**src/rtl/core/wchd_pkg.sv**
```systemverilog
// Shared types, constants and functions for the word chain hash and distance check.
`timescale 1ns / 1ps
package wchd_pkg;

    localparam int WORD_W  = 32;
    localparam int BYTE_W  = 8;
    localparam int HASH_W  = 64;
    localparam int DIST_W  = 6;
    localparam int CNT_W   = 32;
    localparam int PC_W    = 4;
    localparam int STEP_W  = 2;

    localparam logic [HASH_W-1:0] FNV_BASIS     = 64'hcbf2_9ce4_8422_2325;
    localparam logic [HASH_W-1:0] FNV_PRIME_LOW = 64'h0000_0000_0000_01b3;
    localparam int                FNV_PRIME_SH  = 40;
    localparam logic [CNT_W-1:0]  COUNT_MAX     = 32'hffff_ffff;
    localparam logic [DIST_W-1:0] LIMIT_RESET   = 6'd32;
    localparam logic [STEP_W-1:0] LAST_STEP     = 2'd3;

    typedef struct packed {
        logic step;
        logic final_step;
        logic clear;
    } t_ctrl;

    function automatic logic [PC_W-1:0] f_popcnt8(input logic [BYTE_W-1:0] v);
        logic [PC_W-1:0] s;
        s = '0;
        for (int i = 0; i < BYTE_W; i++) begin
            s = s + {{(PC_W-1){1'b0}}, v[i]};
        end
        return s;
    endfunction

endpackage

```
**src/rtl/core/wchd_hash_unit.sv**
```systemverilog
// Byte-serial FNV-1a 64-bit hash accumulator.
`timescale 1ns / 1ps
module wchd_hash_unit (
    input  logic                          i_clk,
    input  logic                          i_rst_n,
    input  wchd_pkg::t_ctrl               i_ctrl,
    input  logic [wchd_pkg::BYTE_W-1:0]   i_byte,
    output logic [wchd_pkg::HASH_W-1:0]   o_next_hash
);
    import wchd_pkg::*;

    logic [HASH_W-1:0] r_hash;
    logic [HASH_W-1:0] n_hash;
    logic [HASH_W-1:0] w_mix;

    always_comb begin
        w_mix  = r_hash ^ {{(HASH_W-BYTE_W){1'b0}}, i_byte};
        n_hash = (w_mix * FNV_PRIME_LOW) + (w_mix << FNV_PRIME_SH);
    end

    assign o_next_hash = n_hash;

    always_ff @(posedge i_clk) begin
        if (!i_rst_n) begin
            r_hash <= FNV_BASIS;
        end else if (i_ctrl.step) begin
            if (i_ctrl.clear) begin
                r_hash <= FNV_BASIS;
            end else begin
                r_hash <= n_hash;
            end
        end
    end

endmodule

```
**src/rtl/core/wchd_dist_unit.sv**
```systemverilog
// Byte-serial Hamming distance between neighbor words, with maximum and violation count.
`timescale 1ns / 1ps
module wchd_dist_unit (
    input  logic                          i_clk,
    input  logic                          i_rst_n,
    input  wchd_pkg::t_ctrl               i_ctrl,
    input  logic [wchd_pkg::BYTE_W-1:0]   i_byte,
    input  logic [wchd_pkg::DIST_W-1:0]   i_limit,
    output logic [wchd_pkg::DIST_W-1:0]   o_next_max,
    output logic [wchd_pkg::CNT_W-1:0]    o_next_count
);
    import wchd_pkg::*;

    logic [WORD_W-1:0] r_prev;
    logic              r_have;
    logic [DIST_W-1:0] r_sum;
    logic [DIST_W-1:0] r_max;
    logic [CNT_W-1:0]  r_count;

    logic [DIST_W-1:0] n_sum;
    logic [DIST_W-1:0] n_max;
    logic [CNT_W-1:0]  n_count;

    always_comb begin
        n_sum   = r_sum + {{(DIST_W-PC_W){1'b0}}, f_popcnt8(r_prev[BYTE_W-1:0] ^ i_byte)};
        n_max   = r_max;
        n_count = r_count;
        if (r_have) begin
            if (n_sum > r_max) begin
                n_max = n_sum;
            end
            if ((n_sum > i_limit) && (r_count != COUNT_MAX)) begin
                n_count = r_count + 32'd1;
            end
        end
    end

    assign o_next_max   = n_max;
    assign o_next_count = n_count;

    always_ff @(posedge i_clk) begin
        if (!i_rst_n) begin
            r_prev  <= '0;
            r_have  <= 1'b0;
            r_sum   <= '0;
            r_max   <= '0;
            r_count <= '0;
        end else if (i_ctrl.step) begin
            if (i_ctrl.clear) begin
                r_prev  <= '0;
                r_have  <= 1'b0;
                r_sum   <= '0;
                r_max   <= '0;
                r_count <= '0;
            end else begin
                r_prev <= {i_byte, r_prev[WORD_W-1:BYTE_W]};
                if (i_ctrl.final_step) begin
                    r_have  <= 1'b1;
                    r_sum   <= '0;
                    r_max   <= n_max;
                    r_count <= n_count;
                end else begin
                    r_sum <= n_sum;
                end
            end
        end
    end

endmodule

```
**src/rtl/core/word_chain_hash_and_distance_check.sv**
```systemverilog
// Top level: word sequencer, configuration register and result register.
// Each word is handled in 4 byte steps; the result register loads on the last step
// of the final word of a sequence.
// A new item is taken in the last byte step of the current one.
// Reset (synchronous, active low) restores the offset basis, clears the chain
// and sets the distance limit to 32.
`timescale 1ns / 1ps
module word_chain_hash_and_distance_check (
    input  logic                          i_clk,
    input  logic                          i_rst_n,
    input  logic                          i_cfg_we,
    input  logic [wchd_pkg::DIST_W-1:0]   i_cfg_data,
    input  logic                          i_in_valid,
    output logic                          o_in_stall,
    input  logic [wchd_pkg::WORD_W-1:0]   i_data_word,
    input  logic                          i_end_of_sequence,
    output logic                          o_out_valid,
    input  logic                          i_out_stall,
    output logic [wchd_pkg::HASH_W-1:0]   o_hash_value,
    output logic [wchd_pkg::DIST_W-1:0]   o_largest_distance,
    output logic [wchd_pkg::CNT_W-1:0]    o_violation_count,
    output logic                          o_passed
);
    import wchd_pkg::*;

    logic [DIST_W-1:0] r_limit;
    logic              r_busy;
    logic [STEP_W-1:0] r_step;
    logic [WORD_W-1:0] r_word;
    logic              r_last;
    logic              r_out_valid;
    logic [HASH_W-1:0] r_hash_o;
    logic [DIST_W-1:0] r_dist_o;
    logic [CNT_W-1:0]  r_cnt_o;

    t_ctrl             w_ctrl;
    logic              w_accept;
    logic [HASH_W-1:0] w_next_hash;
    logic [DIST_W-1:0] w_next_max;
    logic [CNT_W-1:0]  w_next_count;

    always_comb begin
        w_ctrl.step       = r_busy &
                            ~((r_step == LAST_STEP) & r_last & r_out_valid & i_out_stall);
        w_ctrl.final_step = w_ctrl.step & (r_step == LAST_STEP);
        w_ctrl.clear      = w_ctrl.final_step & r_last;
    end

    assign o_in_stall = r_busy & ~w_ctrl.final_step;
    assign w_accept   = i_in_valid & ~o_in_stall;

    wchd_hash_unit u_hash (
        .i_clk       (i_clk),
        .i_rst_n     (i_rst_n),
        .i_ctrl      (w_ctrl),
        .i_byte      (r_word[BYTE_W-1:0]),
        .o_next_hash (w_next_hash)
    );

    wchd_dist_unit u_dist (
        .i_clk        (i_clk),
        .i_rst_n      (i_rst_n),
        .i_ctrl       (w_ctrl),
        .i_byte       (r_word[BYTE_W-1:0]),
        .i_limit      (r_limit),
        .o_next_max   (w_next_max),
        .o_next_count (w_next_count)
    );

    always_ff @(posedge i_clk) begin
        if (!i_rst_n) begin
            r_limit <= LIMIT_RESET;
        end else if (i_cfg_we) begin
            r_limit <= i_cfg_data;
        end
    end

    always_ff @(posedge i_clk) begin
        if (!i_rst_n) begin
            r_busy <= 1'b0;
            r_step <= '0;
        end else if (w_accept) begin
            r_busy <= 1'b1;
            r_step <= '0;
        end else if (w_ctrl.final_step) begin
            r_busy <= 1'b0;
        end else if (w_ctrl.step) begin
            r_step <= r_step + 2'd1;
        end
    end

    always_ff @(posedge i_clk) begin
        if (w_accept) begin
            r_word <= i_data_word;
            r_last <= i_end_of_sequence;
        end else if (w_ctrl.step) begin
            r_word <= {{BYTE_W{1'b0}}, r_word[WORD_W-1:BYTE_W]};
        end
    end

    always_ff @(posedge i_clk) begin
        if (!i_rst_n) begin
            r_out_valid <= 1'b0;
        end else if (w_ctrl.clear) begin
            r_out_valid <= 1'b1;
        end else if (!i_out_stall) begin
            r_out_valid <= 1'b0;
        end
    end

    always_ff @(posedge i_clk) begin
        if (w_ctrl.clear) begin
            r_hash_o <= w_next_hash;
            r_dist_o <= w_next_max;
            r_cnt_o  <= w_next_count;
        end
    end

    assign o_out_valid        = r_out_valid;
    assign o_hash_value       = r_hash_o;
    assign o_largest_distance = r_dist_o;
    assign o_violation_count  = r_cnt_o;
    assign o_passed           = (r_cnt_o == '0);

endmodule

```
**config.mk**
```make
export PLATFORM = sky130hd
export DESIGN_NAME = word_chain_hash_and_distance_check
export DESIGN_NICKNAME = d
export VERILOG_FILES = /design/src/rtl/core/wchd_pkg.sv /design/src/rtl/core/wchd_hash_unit.sv /design/src/rtl/core/wchd_dist_unit.sv /design/src/rtl/core/word_chain_hash_and_distance_check.sv
export SDC_FILE = /design/constraint.sdc
export NUM_CORES = 1
export LEC_CHECK = 0
export BUFFER_PORTS_ARGS = -buffer_cell sky130_fd_sc_hd__buf_2
export CAP_MARGIN = 20
export CORE_MARGIN = 2
export CORE_UTILIZATION = 45
export DETAILED_ROUTE_END_ITERATION = 8
export PLACE_DENSITY_LB_ADDON = 0.12
export SETUP_SLACK_MARGIN = 0.05
export SYNTH_ARGS = -nofsm -noshare
export SYNTH_HDL_FRONTEND = slang
export SYNTH_SLANG_ARGS = --single-unit
```
**constraint.sdc**
```tcl
create_clock -name i_clk -period 15.15 [get_ports i_clk]
set_input_delay 4.545 -clock i_clk [delete_from_list [all_inputs] [get_ports i_clk]]
set_output_delay 4.545 -clock i_clk [all_outputs]
set_load 0.05 [all_outputs]
```
==> metrics.txt, run 1 <==
status finished, final reports clean; GRT busiest layer met2; fill count 4529; Cells after Synth 2228; antenna-violating nets left 0; fraction of layout cells with a size suffix above 1 10.1%; insertion delay to the later sink of the worst-skew pair 570 ps; I/O Buffers 148; clk sink count 286; met1 usage 31.0%; crit-path cells buf_2, nand2_1, o21a_1, buf_4, nand2_1, nand2_1, inv_1, buf_2; CTS resizes 0; initial antenna violation count 0; First-pass DRT Iterations 5; drt wl/cell 19.3 um; number of synthesized flops with an enable pin 135; mux contribution to synthesized area 0.611%; die area 51800 um2; IO Pins 149; M2 GR Usage 39.9%; crit path kind in2out; share of the synthesized area in the top cell type 22.5%; Setup crit end kind output pin; CTS Buf Count 36; Async SR Flop Fraction 0%; commonest non-fill, non-tap cells in the layout 370 x inv_1, 253 x fa_1, 205 x nand2_1, 189 x ha_1, 151 x dfxtp_1; # rows 81; Setup WS post-layout 3650 ps; vias in the first global route 16700; max-cap viol count 0; cell area after synthesis 22500 um2; Area Overhead vs Synth 11.5%; htree depth 2; Post-DP HPWL 46600 um; Crit-path slowest cell nand2_1; top post-synthesis cells by area fa_1 23%, edfxtp_1 18%, dfxtp_1 13%; Initial Util 45.8%; die width 228 um; WP data required 10610 ps; YS warnings 0; GR met3 Demand/Resource 3.63%; Netlist cell types 67; Vias 16100; cts hold-fix bufs 0; RSZ-0062 raised after global routing no; Placer Congestion 0.922; main combinational cell family by area after synthesis adder cells; Period Utilization, post-route 75.9%; syn nets 2714; f_max 87.0 MHz; nets 2833; post-synthesis sequential area ratio 31.4%; Iteration-0 DRC Markers 932; Relative slew margins 24.6%; gr ovfl total 0; DRC errors left 0; Synth Area in Adders 33.0%; ys flop type dfxtp_1; final hold vios 0; Buf/Inv on CP 4; largest net degree at the start of global routing 75; CP top delay family simple AND/OR/NAND/NOR gates; Avg Inst Size Synth 10.1 um2; CTS tree yes; worst slew pin tran 1120 ps; CTS Buffer Depth 3; min Tclk post-route 11500 ps; vias per std cell 5.31; CP Launch Type input pin; worst slack at placement 3650 ps; CP dominant cell by count nand2_1; Synth area leader fa_1; Yosys reg bits 286; ant diodes 0; crit path DAT 6950 ps; Synth Area in XOR/XNOR 4.71%; total setup buffers inserted after CTS 0; Synth Area in Compound Gates 11.2%; Max stage delay on crit path 710 ps; simple-gate share of the synthesized area 11.3%; clk root buf clkbuf_16; first-pass GRT wire length 93100 um; Min-Delay Path Class reg2reg; Tot GR Track Use 23.6%; core footprint 49200 um2; setup tns final 0 ps; clk slew on worst S/H paths 60 ps; commonest non-fill, non-tap cell in the layout inv_1; Max FO, Critical Path 30; fin. max-slew vios 0; Setup Viol. Count Final 0; Final Skew 17.2 ps; WL final 58700 um; Die H 228 um
area by class of cell:
cell class	instances	area (um2)	share of cell area, %
Multi-Input combinational cell	1486	13700	54.6
Tap cell	664	831	3.31
Timing Repair Buffer	164	873	3.48
Clock inverter	21	231	0.922
Clock buffer	45	976	3.89
Sequential cell	286	7080	28.2
Inverter	373	1400	5.59
worst min-delay path, delay by kind of cell (launching register included):
family,cells,cell delay (ps)
flops,1,310
compound gates,1,50
simple gates,1,50
logic make-up (layout without fill, tap and decap cells):
family | Yosys count | after routing
simple gates | 531 | 531
buf+inv | 456 | 603
fa+ha+maj | 442 | 442
compound gates | 379 | 379
flops | 286 | 286
xor+xnor | 121 | 121
mux | 13 | 13
sequential cells by signal, indices dropped and copies added (netlist names), 32 cells and up:
register           cells
r_word                32
o_violation_count     32
u_hash.r_hash         64
o_hash_value          64
u_dist.r_prev         32
u_dist.r_count        32
cell usage after synthesis, types with 11 or more instances:
cell,count
nand3_1,30
o21a_1,12
o21ai_0,61
a21boi_0,12
xor2_1,55
xnor2_1,66
nor2_1,104
nor2b_1,47
a21o_1,49
and3_1,20
and2_1,16
or3_1,13
nand2_1,205
inv_1,372
nor4_1,15
nand4_1,32
a31oi_1,11
edfxtp_1,135
ha_1,189
a22oi_1,79
fa_1,253
o21bai_1,12
nor3_1,17
clkbuf_1,67
a21oi_1,88
dfxtp_1,151
final timing paths:
path	from	end	slack, ps	depth (start not counted)
setup / recovery	i_out_stall	o_in_stall	3650	8
hold / removal	u_dist.r_sum[0]$_SDFFE_PN0P_	u_dist.r_sum[0]$_SDFFE_PN0P_	460	2
setup reg to reg	r_word[2]$_DFFE_PP_	u_hash.r_hash[62]$_SDFFE_PN1P_	7860	20
hold reg to reg	u_dist.r_sum[0]$_SDFFE_PN0P_	u_dist.r_sum[0]$_SDFFE_PN0P_	460	2
stage by stage:
| stage | hold slack (ps) | cells | area [um2] | utilization [%] |
|---|---|---|---|---|
| final | 458 | 3039 | 25100 | 51.1 |
| after floorplan | 436 | 2228 | 22500 | - |
| after detailed placement | 454 | 2972 | 23900 | 48.6 |
| after global routing | 492 | 3039 | 25100 | 51.1 |
| after CTS | 461 | 3038 | 25100 | 51.0 |
| after global placement | 447 | 2972 | 23900 | 48.6 |
metal layers:
| metal | part of all wire, % | wire (um) | vias to the layer above |
|---|---|---|---|
| met5 | 0 | 0 | - |
| met4 | 3.6 | 2090 | 0 |
| met3 | 4.7 | 2790 | 112 |
| met2 | 49 | 28600 | 411 |
| met1 | 43 | 25200 | 7947 |
| li1 | - | - | 7658 |
Power of run 1 is left out: the tool's default activity adds up to more than one toggle a clock period on the data nets, which glitch-free logic cannot reach.
==> inputs of run 2 (changes only) <==
Settings changed: ABC_AREA set to 1.
Clock period 15.15 ns to 9.3 ns, I/O delays scaled along.
==> run 2 against run 1 <==
Against the previous run: worst setup slack worse by 1300 ps; non-clock buffer count shrank 4; flip-flop and latch count stayed put; synthesized cell count rose by 43%; core utilization fell by 0.60 points.
==> metrics.txt, run 2 <==
First-pass DRT Iterations 6 (+1); ant diodes 0 (unchanged); clk root buf clkbuf_16; Synth area leader fa_1; I/O Buffers 148 (unchanged); Setup Viol. Count Final 0 (unchanged); fill count 5562 (+23%); syn nets 3661 (+35%); most numerous cell in the Yosys netlist nand2_1; CP Launch Type input pin; DRC errors left 0 (unchanged); YS warnings 0 (unchanged); Cells after Synth 3175 (+43%); Iteration-0 DRC Markers 1485 (+59%); Placer Congestion 1.01 (+9.5%); top post-synthesis cells by area fa_1 20%, edfxtp_1 16%, nand2_1 15%; Area Overhead vs Synth 10.8%; Vias 20500 (+27%); commonest non-fill, non-tap cells in the layout 1007 x nand2_1, 618 x inv_1, 253 x fa_1, 192 x a21oi_1, 189 x ha_1; number of synthesized flops with an enable pin 135 (unchanged); WP data required 6510 ps (-4100 ps); crit path DAT 4150 ps (-2800 ps); ys flop type dfxtp_1; min Tclk post-route 6940 ps; top post-synthesis cells by count 1007 x nand2_1, 619 x inv_1, 253 x fa_1; worst slack at placement 2330 ps (-1320 ps); max-cap viol count 0 (unchanged); clk sink count 286 (unchanged); drt wl/cell 18.5 um (-4.2%); fin. max-slew vios 0 (unchanged); fraction of layout cells with a size suffix above 1 8.17% (-2.0 points); total setup buffers inserted after CTS 0 (unchanged); Yosys reg bits 286 (unchanged); largest net degree at the start of global routing 90 (+20%); htree depth 2 (unchanged); Avg Inst Size Synth 7.90 um2 (-22%); Die H 240 um (+5.5%); Post-DP HPWL 61600 um (+32%); initial antenna violation count 2 (+2); cell area after synthesis 25100 um2 (+11%); antenna-violating nets left 0 (unchanged); cts hold-fix bufs 0 (unchanged); RSZ-0062 raised after global routing no; Max FO, Critical Path 32 (+6.7%); # rows 86 (+6.2%); Final Skew 19.1 ps (+1.83 ps); insertion delay to the later sink of the worst-skew pair 580 ps (about the same); CTS Buf Count 37 (+2.8%); setup tns final 0 ps (unchanged); die width 240 um (+5.5%); core footprint 55100 um2 (+12%); Final Util 50.5% (-0.60 points); Relative slew margins 23.0% (-1.6 points); Async SR Flop Fraction 0% (unchanged); share of the synthesized area in the top cell type 20.2% (-2.3 points); worst slew pin tran 1160 ps (+30.5 ps); commonest non-fill, non-tap cell in the layout nand2_1; gr ovfl total 0 (unchanged); IO Pins 149 (unchanged); status finished, final reports clean; die area 57600 um2 (+11%); Min-Delay Path Class reg2reg; post-synthesis sequential area ratio 28.2% (-3.2 points); Period Utilization, post-route 74.6%; final hold vios 0 (unchanged); vias per std cell 5.01 (-5.7%); nets 3798 (+34%); Setup WS post-layout 2360 ps (-1290 ps); WL final 75700 um (+29%); CTS Buffer Depth 3 (unchanged); Tot GR Track Use 27.1% (+3.5 points); first-pass GRT wire length 118000 um (+27%); CTS tree yes; Netlist cell types 48 (-28%); clk slew on worst S/H paths 60 ps (about the same); CTS resizes 0 (unchanged); f_max 144 MHz; vias in the first global route 20200 (+21%); Setup crit end kind output pin; Initial Util 45.5% (-0.27 points); crit path kind in2out
-- run 2: changes by cell type after synthesis, sizes merged, moves of 25 or more --
| cell | before | now |
|---|---|---|
| a21o | 49 | 1 |
| a21oi | 89 | 198 |
| a22oi | 79 | 0 |
| and2 | 17 | 42 |
| clkbuf | 68 | 31 |
| inv | 373 | 624 |
| nand2 | 205 | 1028 |
| nand3 | 30 | 107 |
| nor2 | 104 | 179 |
| nor2b | 47 | 0 |
| o21ai | 64 | 38 |
| xnor2 | 66 | 26 |
-- run 2: routing by layer --
layer	wire, um	share of wire (%)	GRT usage, %
met2	32900	44	41.6
met3	4100	5.4	3.17
met4	1400	1.9	5.44
met1	37300	49	41.3
met5	0	0	0
-- run 2: cell families (layout without fill, tap and decap cells) --
family	Yosys count	count (layout)	share of synthesized area [%]
simple gates	1431	1431	23.7
buf+inv	688	853	10.5
fa+ha+maj	442	442	29.6
flops	286	286	28.2
compound gates	257	257	5.46
xor+xnor	71	71	2.48
-- run 2: layout make-up --
cell class / count / area, um2 / area share, %
multi-input cells: 2201 / 15400 / 55.3
repair buffers: 160 / 831 / 2.99
clock buffers: 50 / 1050 / 3.77
flip-flops and latches: 286 / 7080 / 25.5
clock inverters: 17 / 171 / 0.617
inverters: 626 / 2350 / 8.47
well taps: 748 / 936 / 3.37
-- run 2: through the flow --
stage                     instance area (um2)  hold WS [ps]  std cells
after global routing                    27800           474       4088
after detailed placement                26600           455       4021
after global placement                  26600           449       4021
final                                   27800           462       4088
after floorplan                         25100           439       3175
after CTS                               27800           464       4088
-- run 2: final timing paths --
kind | cells past startpoint | slack (ps) | start | to
max reg2reg | 28 | 2680 | r_word[0]$_DFFE_PP_ | u_dist.r_count[18]$_SDFFE_PN0P_
min | 2 | 460 | u_dist.r_prev[30]$_SDFFE_PN0P_ | u_dist.r_prev[30]$_SDFFE_PN0P_
min reg2reg | 2 | 460 | u_dist.r_prev[30]$_SDFFE_PN0P_ | u_dist.r_prev[30]$_SDFFE_PN0P_
max | 9 | 2360 | i_out_stall | o_in_stall
-- run 2: critical path: stages --
cell and delay (ps):
buf_2 100, nand2_1 60, inv_1 60, o21ai_4 110, buf_4 450, clkinv_2 120, nor2_1 160, nor2_2 80
buf_2 220
Power of run 2 is left out for the same reason.
